$ cat src/sv/dskl_pkg.sv
package dskl_pkg;

	localparam int unsigned DEPTH_DEFAULT = 16;
	localparam int unsigned VAL_W = 32;
	localparam int unsigned K_W = 5;
	localparam int unsigned ADDR_W = 3;
	localparam int unsigned DATA_W = 32;

	localparam logic [ADDR_W-1:0] ADDR_K_COUNT = 3'd0;
	localparam logic [K_W-1:0] K_RESET = 5'd1;

	localparam logic [7:0] CH_NUL = 8'h00;
	localparam logic [7:0] CH_TAB = 8'h09;
	localparam logic [7:0] CH_NL = 8'h0A;
	localparam logic [7:0] CH_VT = 8'h0B;
	localparam logic [7:0] CH_FF = 8'h0C;
	localparam logic [7:0] CH_CR = 8'h0D;
	localparam logic [7:0] CH_SPACE = 8'h20;
	localparam logic [7:0] CH_PLUS = 8'h2B;
	localparam logic [7:0] CH_MINUS = 8'h2D;
	localparam logic [7:0] CH_ZERO = 8'h30;
	localparam logic [7:0] CH_NINE = 8'h39;

	typedef struct packed {
		logic vld;
		logic signed [VAL_W-1:0] val;
	} ins_t;

endpackage

$ cat src/sv/dskl_parser.sv
module dskl_parser (
	input  logic clk,
	input  logic arst_n,
	input  logic take,
	input  logic [7:0] in_byte,
	output dskl_pkg::ins_t ins_q
);

	localparam logic [35:0] MAG_LIMIT = 36'h0_8000_0000;
	localparam logic [31:0] POS_MAX = 32'h7FFF_FFFF;

	logic [31:0] acc_q;
	logic neg_q;
	logic pending_q;
	logic started_q;
	logic closed_q;

	logic is_sep;
	logic is_digit;
	logic is_blank;
	logic is_sign;
	logic [3:0] digit;
	logic [35:0] mul;
	logic [31:0] acc_next;
	logic signed [31:0] tok_val;

	always_comb begin
		is_sep = (in_byte == dskl_pkg::CH_NUL) || (in_byte == dskl_pkg::CH_SPACE)
			|| (in_byte == dskl_pkg::CH_NL);
		is_digit = (in_byte >= dskl_pkg::CH_ZERO) && (in_byte <= dskl_pkg::CH_NINE);
		is_blank = (in_byte == dskl_pkg::CH_TAB) || (in_byte == dskl_pkg::CH_VT)
			|| (in_byte == dskl_pkg::CH_FF) || (in_byte == dskl_pkg::CH_CR);
		is_sign = (in_byte == dskl_pkg::CH_PLUS) || (in_byte == dskl_pkg::CH_MINUS);
		digit = 4'(in_byte - dskl_pkg::CH_ZERO);
		// times ten as two shifts
		mul = (36'(acc_q) << 3) + (36'(acc_q) << 1) + 36'(digit);
		acc_next = (mul > MAG_LIMIT) ? MAG_LIMIT[31:0] : mul[31:0];
		if (neg_q) begin
			tok_val = 32'(32'd0 - acc_q);
		end else begin
			tok_val = (acc_q > POS_MAX) ? POS_MAX : acc_q;
		end
	end

	always_ff @(posedge clk or negedge arst_n) begin
		if (!arst_n) begin
			acc_q <= '0;
			neg_q <= 1'b0;
			pending_q <= 1'b0;
			started_q <= 1'b0;
			closed_q <= 1'b0;
			ins_q.vld <= 1'b0;
			ins_q.val <= '0;
		end else begin
			ins_q.vld <= 1'b0;
			if (take) begin
				if (is_sep) begin
					// hand the finished token to the chain, drop empty ones
					ins_q.vld <= pending_q;
					ins_q.val <= tok_val;
					acc_q <= '0;
					neg_q <= 1'b0;
					pending_q <= 1'b0;
					started_q <= 1'b0;
					closed_q <= 1'b0;
				end else begin
					pending_q <= 1'b1;
					if (!closed_q) begin
						priority if (is_digit) begin
							acc_q <= acc_next;
							started_q <= 1'b1;
						end else if (started_q) begin
							closed_q <= 1'b1;
						end else if (is_blank) begin
							closed_q <= 1'b0;
						end else if (is_sign) begin
							neg_q <= (in_byte == dskl_pkg::CH_MINUS);
							started_q <= 1'b1;
						end else begin
							closed_q <= 1'b1;
						end
					end
				end
			end
		end
	end

endmodule

$ cat src/sv/dskl_cell.sv
module dskl_cell (
	input  logic clk,
	input  logic arst_n,
	input  logic clr,
	input  dskl_pkg::ins_t up,
	output logic signed [dskl_pkg::VAL_W-1:0] held_q,
	output dskl_pkg::ins_t down_q
);

	always_ff @(posedge clk or negedge arst_n) begin
		if (!arst_n) begin
			held_q <= '0;
			down_q.vld <= 1'b0;
			down_q.val <= '0;
		end else if (clr) begin
			held_q <= '0;
			down_q.vld <= 1'b0;
		end else begin
			down_q.vld <= up.vld;
			if (up.vld) begin
				// keep the larger, pass the smaller on
				if (held_q < up.val) begin
					held_q <= up.val;
					down_q.val <= held_q;
				end else begin
					down_q.val <= up.val;
				end
			end
		end
	end

endmodule

$ cat src/sv/decimal_stream_kth_largest.sv
// Streaming k-th largest of decimal tokens.
// Input channel: in_byte with in_valid/in_ready, one ASCII byte per transaction.
// Space or newline ends a token; the token is parsed as atoi does and inserted
// into a descending list held in a chain of LIST_DEPTH compare-and-swap cells.
// A zero byte inserts any pending token and produces one transaction on the
// output channel (kth_value with out_valid/out_ready): entry k of the list.
// Throughput: one byte per cycle for all non-zero bytes. After a zero byte the
// input stalls until the last insertion has passed the whole cell chain; then
// the result is loaded into the output register, which drives kth_value
// directly, and the list is cleared.
// k_count is written over the APB port at address 0 (reset value 1); values
// of 0 act as 1 and values above LIST_DEPTH act as LIST_DEPTH.
// Reset clears the list, the token state and the output register.
// If the receiver stalls, the result waits in the output register and the
// next stream is taken; a second zero byte waits until that result is gone.
module decimal_stream_kth_largest #(
	parameter int unsigned LIST_DEPTH = dskl_pkg::DEPTH_DEFAULT
) (
	input  logic clk,
	input  logic arst_n,
	input  logic psel,
	input  logic penable,
	input  logic pwrite,
	input  logic [dskl_pkg::ADDR_W-1:0] paddr,
	input  logic [dskl_pkg::DATA_W-1:0] pwdata,
	output logic [dskl_pkg::DATA_W-1:0] prdata,
	output logic pready,
	input  logic in_valid,
	output logic in_ready,
	input  logic [7:0] in_byte,
	output logic out_valid,
	input  logic out_ready,
	output logic signed [dskl_pkg::VAL_W-1:0] kth_value
);

	localparam int unsigned IDX_W = (LIST_DEPTH > 1) ? $clog2(LIST_DEPTH) : 1;
	localparam logic ST_RUN = 1'b0;
	localparam logic ST_DRAIN = 1'b1;

	logic st_q;
	logic [dskl_pkg::K_W-1:0] k_q;
	logic out_valid_q;
	logic signed [dskl_pkg::VAL_W-1:0] kth_q;

	logic take;
	logic busy;
	logic load;
	logic [IDX_W-1:0] idx;

	dskl_pkg::ins_t link [0:LIST_DEPTH];
	logic signed [dskl_pkg::VAL_W-1:0] held [0:LIST_DEPTH-1];
	logic [LIST_DEPTH:0] link_vld;

	assign pready = 1'b1;
	assign prdata = (paddr == dskl_pkg::ADDR_K_COUNT) ? dskl_pkg::DATA_W'(k_q) : '0;

	always_ff @(posedge clk or negedge arst_n) begin
		if (!arst_n) begin
			k_q <= dskl_pkg::K_RESET;
		end else if (psel && penable && pwrite && pready
			&& (paddr == dskl_pkg::ADDR_K_COUNT)) begin
			k_q <= pwdata[dskl_pkg::K_W-1:0];
		end
	end

	assign in_ready = (st_q == ST_RUN);
	assign take = in_valid && in_ready;

	dskl_parser u_parser (
		.clk     (clk),
		.arst_n  (arst_n),
		.take    (take),
		.in_byte (in_byte),
		.ins_q   (link[0])
	);

	for (genvar i = 0; i < LIST_DEPTH; i++) begin : g_cell
		dskl_cell u_cell (
			.clk    (clk),
			.arst_n (arst_n),
			.clr    (load),
			.up     (link[i]),
			.held_q (held[i]),
			.down_q (link[i+1])
		);
	end

	for (genvar i = 0; i <= LIST_DEPTH; i++) begin : g_vld
		assign link_vld[i] = link[i].vld;
	end

	assign busy = |link_vld;
	assign load = (st_q == ST_DRAIN) && !busy && (!out_valid_q || out_ready);

	always_comb begin
		int sel;
		sel = int'(k_q);
		if (sel < 1) begin
			sel = 1;
		end
		if (sel > int'(LIST_DEPTH)) begin
			sel = int'(LIST_DEPTH);
		end
		idx = IDX_W'(sel - 1);
	end

	always_ff @(posedge clk or negedge arst_n) begin
		if (!arst_n) begin
			st_q <= ST_RUN;
			out_valid_q <= 1'b0;
		end else begin
			unique case (st_q)
				ST_RUN: begin
					if (take && (in_byte == dskl_pkg::CH_NUL)) begin
						st_q <= ST_DRAIN;
					end
				end
				ST_DRAIN: begin
					if (load) begin
						st_q <= ST_RUN;
					end
				end
				default: st_q <= ST_RUN;
			endcase
			if (load) begin
				out_valid_q <= 1'b1;
			end else if (out_ready) begin
				out_valid_q <= 1'b0;
			end
		end
	end

	always_ff @(posedge clk or negedge arst_n) begin
		if (!arst_n) begin
			kth_q <= '0;
		end else if (load) begin
			kth_q <= held[idx];
		end
	end

	assign out_valid = out_valid_q;
	assign kth_value = kth_q;

endmodule
$ cat config.mk
export PLATFORM = sky130hd
export DESIGN_NAME = decimal_stream_kth_largest
export DESIGN_NICKNAME = d
export VERILOG_FILES = /design/src/sv/dskl_pkg.sv /design/src/sv/dskl_parser.sv /design/src/sv/dskl_cell.sv /design/src/sv/decimal_stream_kth_largest.sv
export SDC_FILE = /design/constraint.sdc
export NUM_CORES = 2
export LEC_CHECK = 0
export BUFFER_PORTS_ARGS = -buffer_cell sky130_fd_sc_hd__buf_2
export CORE_MARGIN = 4
export CORE_UTILIZATION = 31
export DETAILED_ROUTE_END_ITERATION = 16
export GPL_TIMING_DRIVEN = 0
export PLACE_DENSITY = 0.52
export SYNTH_ARGS = -nofsm -noshare
export SYNTH_HDL_FRONTEND = slang
export SYNTH_SLANG_ARGS = --single-unit
$ cat constraint.sdc
create_clock -name clk -period 3.5 [get_ports clk]
set_input_delay 0.875 -clock clk [delete_from_list [all_inputs] [get_ports clk]]
set_output_delay 0.875 -clock clk [all_outputs]
set_load 0.05 [all_outputs]
* After elaboration in Yosys (flattened, before gate mapping)
Cells that the tools add are included.
** Word-level totals
- Input bits :: 50
- Logic and storage cells :: 308
- Register bits after elaboration :: 1116
- Output and inout port bits :: 67
** Cells by class
- Equal/unequal tests :: 12
- Add/subtract/negate cells :: 5
- Magnitude comparators :: 23
- Reduce and logical (&&, ||, !) cells :: 90
- Mux-type cells :: 117
- Bitwise gates (word level) :: 3
** Operator list (count)
- $mux W32 :: 71
- $lt A32 B32 Y1 :: 16
- $bmux W32 S4 :: 1
- $reduce_bool A2 Y1 :: 35
- $mux W33 :: 2
- $reduce_and A2 Y1 :: 33
- $eq A8 B4 Y1 const B :: 5
- $mux W1 :: 39
- $add A35 B33 Y36 :: 1
- $add A36 B4 Y36 :: 1
- $gt A36 B32 Y1 const B :: 1
- $gt A32 B31 Y1 const B :: 1
- $sub A1 B32 Y32 const A :: 1
- $eq A8 B6 Y1 const B :: 3
- $reduce_or A17 Y1 :: 1
- $mux W5 :: 2
- $ge A8 B6 Y1 const B :: 1
- $le A8 B6 Y1 const B :: 1
- $logic_and A1 B1 Y1 :: 8
- $logic_not A8 Y1 :: 1
- $sub A4 B1 Y4 const B :: 2
- $logic_or A1 B1 Y1 :: 7
- $reduce_and A6 Y1 :: 1
- $ge A5 B5 Y1 const B :: 1
- other kinds (11) :: 15

* Longest topological paths before layout
- Word-level depth :: 9
- Gate-level depth with buffers :: 15
- Gate-level depth less buffers :: 14

* By module
From an unflattened synthesis, not the netlist that was laid out.
** Second synthesis, totals
- Cells, all modules :: 7187
- Area total of the unflattened synthesis :: 70406.3 µm²
** Modules (own cells, without submodules)
- dskl_cell :: times used 16, area each 3612.2 µm², cells an instance 357, seq. area each 1626.6 µm²
- decimal_stream_kth_largest :: times used 1, area each 6706.4 µm², cells an instance 793, seq. area each 977.2 µm²
- dskl_parser :: times used 1, area each 5904.4 µm², cells an instance 682, seq. area each 1726.7 µm²

* Worst setup path before layout
OpenSTA, ideal clock, no wires.
- Path type :: in2reg
- Start :: input port in_byte[3]
- End :: register u_parser.acc_q[20]
- Stages on the path :: 15
- Arrival :: 4.133 ns
- Buffers on the path :: 1
- Data required time :: 3.432 ns
- Setup time :: 0.068 ns
- Slack :: -0.700 ns
- Path through :: inv_1 > fa_1 > inv_1 > ha_1 > a211oi_1 > o21ai_1 > o2111a_1 > o21a_1 > or3_1 > a221oi_2 > nand4_1 > nor4b_2 > o21a_1 > buf_4 > a32o_1
** On the way
- Longest elaborated chain between the ends :: 7
- Elaborated cells on any way between the ends :: 18
- Those cells by class :: 2 x add/sub; 3 x order compare; 3 x eq/ne; 4 x mux; 6 x reduce/logical
** RTL lines
- start, declared :: line decimal_stream_kth_largest.sv:30 : input logic [7:0] in_byte,
- $sub A4 B1 Y4 :: line dskl_parser.sv:34 : digit = 4'(in_byte - dskl_pkg::CH_ZERO);
- $add A36 B4 Y36 :: line dskl_parser.sv:36 : mul = (36'(acc_q) << 3) + (36'(acc_q) << 1) + 36'(digit);
- $gt A36 B32 Y1 :: line dskl_parser.sv:37 : acc_next = (mul > MAG_LIMIT) ? MAG_LIMIT[31:0] : mul[31:0];
- $mux W32 :: line dskl_parser.sv:37
- $mux W32 :: line dskl_parser.sv:69 : priority if (is_digit) begin
- $mux W32 :: line dskl_parser.sv:68 : if (!closed_q) begin
- $mux W32 :: line dskl_parser.sv:57 : if (is_sep) begin
- end signal, assigned :: line dskl_parser.sv:70 : acc_q <= acc_next;
- end, declared :: line dskl_parser.sv:12 : logic [31:0] acc_q;
Parallel ways exist; a longest one is shown, timed or not. The select of a mux whose other input is x is not followed.
A chain may end at the register's enable or synchronous reset.

* Worst setup path after layout
- Start :: register u_parser.acc_q[1]
- End :: register u_parser.acc_q[6]
** On the way
- Longest elaborated chain between the ends :: 7
** RTL lines (line)
- $add A35 B33 Y36 * :: dskl_parser.sv:36
- $add A36 B4 Y36 * :: dskl_parser.sv:36
- $gt A36 B32 Y1 :: dskl_parser.sv:37
- $mux W32 * :: dskl_parser.sv:37
- $mux W32 * :: dskl_parser.sv:69
- $mux W32 * :: dskl_parser.sv:68
- $mux W32 * :: dskl_parser.sv:57
Every way passes the cells marked *; elsewhere a longest branch is shown, timed or not. The select of a mux whose other input is x is not followed.

==> flow_metrics.py <==
metrics = {
    "status": {
        "status": "finished, violations left",
        "violations": "setup timing",
    },
    "yosys": {
        "synth-compound-area-share_pct": 14.8,
        "synth_seq_cells": 1116,
        "synth-simple-area-share_pct": 11.9,
        "ys_seq_area_share_pct": 41.5,
        "synth_area_mm2": 0.0672,
        "ys_types": 80,
        "synth_xor_area_share_pct": 0.326,
        "synth-edff-count": 0,
        "yosys.area_share.adder_pct": 10.5,
        "synth_top_family_by_area": "multiplexers",
        "synth-main-ff-cell": "dfrtp_1",
        "postSynthAreaPerCell_um2": 9.72,
        "muxShareOfSynthArea_pct": 15.2,
        "synth_cells": 6918,
        "synth_async_sr_flop_share_pct": 100,
        "yosys_warnings": 0,
    },
    "worst_setup_path": {
        "crit-reg2reg-launch": "u_parser.acc_q[1]$_DFFE_PN0P_",
        "startpoint": "u_parser.acc_q[1]$_DFFE_PN0P_",
        "cp.arrival_ns": 4.57,
        "worstPathRequired_ns": 4.21,
        "end_kind": "register",
        "cp_slowest_cell": "dfrtp_1",
        "cp_max_fo": 9,
        "path_class": "register to register",
        "slowest_delay_ns": 0.44,
        "critPathLaunchType": "register",
        "worstPathCellList": "ha_1, ha_2, inv_2, fa_2, nor2b_2, o31a_1, o211ai_4, a21oi_2, or3_4, a2111oi_4, nand4_1, nor4b_2, o21a_1, buf_6, a32o_1",
        "r2r_slack_ns": -0.36,
    },
    "floorplanning": {
        "die_y_um": 474,
        "core_mm2": 0.215,
        "die_x_um": 474,
        "initial_core_util_pct": 31.2,
        "die_area_mm2": 0.224,
        "num_rows": 170,
        "io-pin-count": 117,
    },
    "routing": {
        "wirelength_um": 235000,
        "postRouteAntennaNets": 0,
        "drc": 0,
        "drt_pre_antenna_iters": 5,
        "via_count": 54500,
        "vias_per_cell": 5.38,
        "first_iter_violations": 4354,
        "wire_per_inst_um": 23.1,
    },
    "layout": {
        "nets": 7806,
        "fillers": 21800,
        "utilization_pct": 36.1,
        "layout_common_cells": "dfrtp_1 (1106), nand2_1 (641), ha_1 (556)",
        "drive_gt1_share_pct": 12.4,
        "syn2layout_area_growth_pct": 15.5,
        "layout_commonest_cell": "dfrtp_1",
    },
    "grt": {
        "grt_max_degree": 158,
        "grt_pass1_wl_um": 351000,
        "grt_usage_pct": 20.6,
        "grt-ovfl-total": 0,
        "grt_pass1_vias": 53700,
        "antenna_found_initial": 9,
    },
    "clock_tree": {
        "cts_root_buffer": "clkbuf_16",
        "clock_path_buffers": 3,
        "clk_pin_slew_ns": 0.06,
        "cts_hold_buf": 0,
        "clock_latency_ns": 0.79,
        "htree_levels": 4,
        "cts_buffers": 133,
        "cts.sinks": 1116,
        "cts_tree": "built",
    },
    "timing": {
        "worst_slew_pin_slew_ns": 1.01,
        "finalCritPeriodShare_pct": 110,
        "max-slew-margin-rel_pct": 32.4,
        "maxClockFrequency_mhz": 259,
        "setup_violations": 32,
        "finClkSkew_ns": 0.0328,
        "final_hold_viol_count": 0,
        "fin_ws_ns": -0.361,
        "drv_slew": 0,
        "rsz0062_at_grt": "yes",
        "period_minus_slack_ns": 3.86,
    },
    "pwr": {
        "ir_drop_mv": 0.491,
        "fin_total_pwr_mw": 62.2,
        "power.leakage_nw": 36.0,
        "power_density_mw_per_mm2": 800,
    },
    "placement": {
        "io_buffers": 61,
        "place_hpwl_um": 184000,
        "routabilityCongestion": 0.950,
    },
    "flow_run": {
        "max_cap_viol_count": 0,
    },
    "hold_path": {
        "hp-class": "input port to asynchronous set/reset pin",
    },
}
path summary, 6_finish.rpt:
kind	end	depth (start not counted)
max in group asynchronous	g_cell[14].u_cell.down_q[32]$_DFF_PN0_	4
hold reg to reg	kth_value[25]$_DFFE_PN0P_	2
setup reg to reg	u_parser.acc_q[6]$_DFFE_PN0P_	15
min in group clk	k_q[1]$_DFFE_PN0P_	2
setup / recovery	u_parser.acc_q[6]$_DFFE_PN0P_	15
hold / removal	u_parser.acc_q[2]$_DFFE_PN0P_	1
metrics by stage:
stage               std cells  hold slack [ns]  setup TNS, ns  area, um^2  setup slack, ns
floorplan                6944            0.439          -9.04       67400           -0.365
global placement         9843            0.448              -       71300           -24.19
detailed placement       9852            0.455        -559.63       71500            -3.21
CTS                     10100            0.127         -11.30       77300           -0.481
global route            10100            0.182         -15.32       77700           -0.554
finish                  10100            0.119          -8.56       77700           -0.361
state kept, by name, summed over array words and instances, names as in the netlist:
name / count
g_cell.u_cell.down_q: 496
u_parser.ins_q: 33
u_parser.started_q: 1
g_cell.u_cell.held_q: 512
k_q: 5
u_parser.pending_q: 1
st_q: 1
u_parser.neg_q: 1
u_parser.acc_q: 32
out_valid: 1
kth_value: 32
u_parser.closed_q: 1
synth_stat cells (83+ instances only):
| cell type | count | area (um^2) |
|---|---|---|
| mux4_2 | 160 | 3600 |
| inv_1 | 544 | 2040 |
| nand4_1 | 83 | 519 |
| dfrtp_1 | 1115 | 27900 |
| mux2_2 | 102 | 1150 |
| clkbuf_1 | 381 | 1430 |
| ha_1 | 561 | 7020 |
| o21ai_0 | 376 | 1880 |
| nand3_1 | 361 | 1810 |
| a21oi_1 | 500 | 2500 |
| nand2_1 | 661 | 2480 |
| mux2i_1 | 543 | 5440 |
| a21o_1 | 220 | 1650 |
| o221ai_1 | 114 | 998 |
| nor2_1 | 488 | 1830 |
area by class of cell:
type	count	area [um^2]	area share (%)
flip-flops and latches	1116	27900	36.0
plain buffers	449	2370	3.05
clock buffers	203	3960	5.10
clock inverters	35	412	0.530
inverters	544	2050	2.64
repair buffers	124	1040	1.34
multi-input cells	4825	36300	46.8
well taps	2838	3550	4.57
diodes	7	17.5	0.0226
logic make-up (layout without fill, tap and decap cells):
kind of cell,count (synthesis),count (layout)
AO/OA/AOI/OAI,1600,1600
XOR/XNOR,25,25
adder cells (fa/ha/maj),563,563
buffers and inverters,1003,1355
flip-flops,1116,1116
multiplexers,805,805
other,2,35
AND/OR/NAND/NOR,1804,1804
worst max-delay path, delay by kind of cell (launching register included):
kind	cells	cell delay, ns
compound gates	6	1.49
fa+ha+maj	3	0.74
buf+inv	2	0.21
flops	1	0.44
simple gates	4	0.91
power by group:
group | switching, mW | internal, mW | leakage, nW
clock | 6.00 | 8.10 | 2.15
sequential | 3.87 | 15.8 | 14.9
combinational | 16.5 | 11.9 | 19.0
total | 26.4 | 35.8 | 36.0
metal layers:
layer  track usage (%)  vias up  share of wire [%]
met5                 0        -                  0
met4              7.36        0                3.8
met3              4.15      334                6.6
met2              31.5     1483                 44
met1              28.9    27500                 45
li1                  -    25200                  -
what timing repair did:
item	CTS	global route
setup buffers	42	7
setup endpoints to repair	911	825
gates cloned	6	0
resized for setup	265	160
pin swaps	40	15
Power figures use the tool's default switching activity.
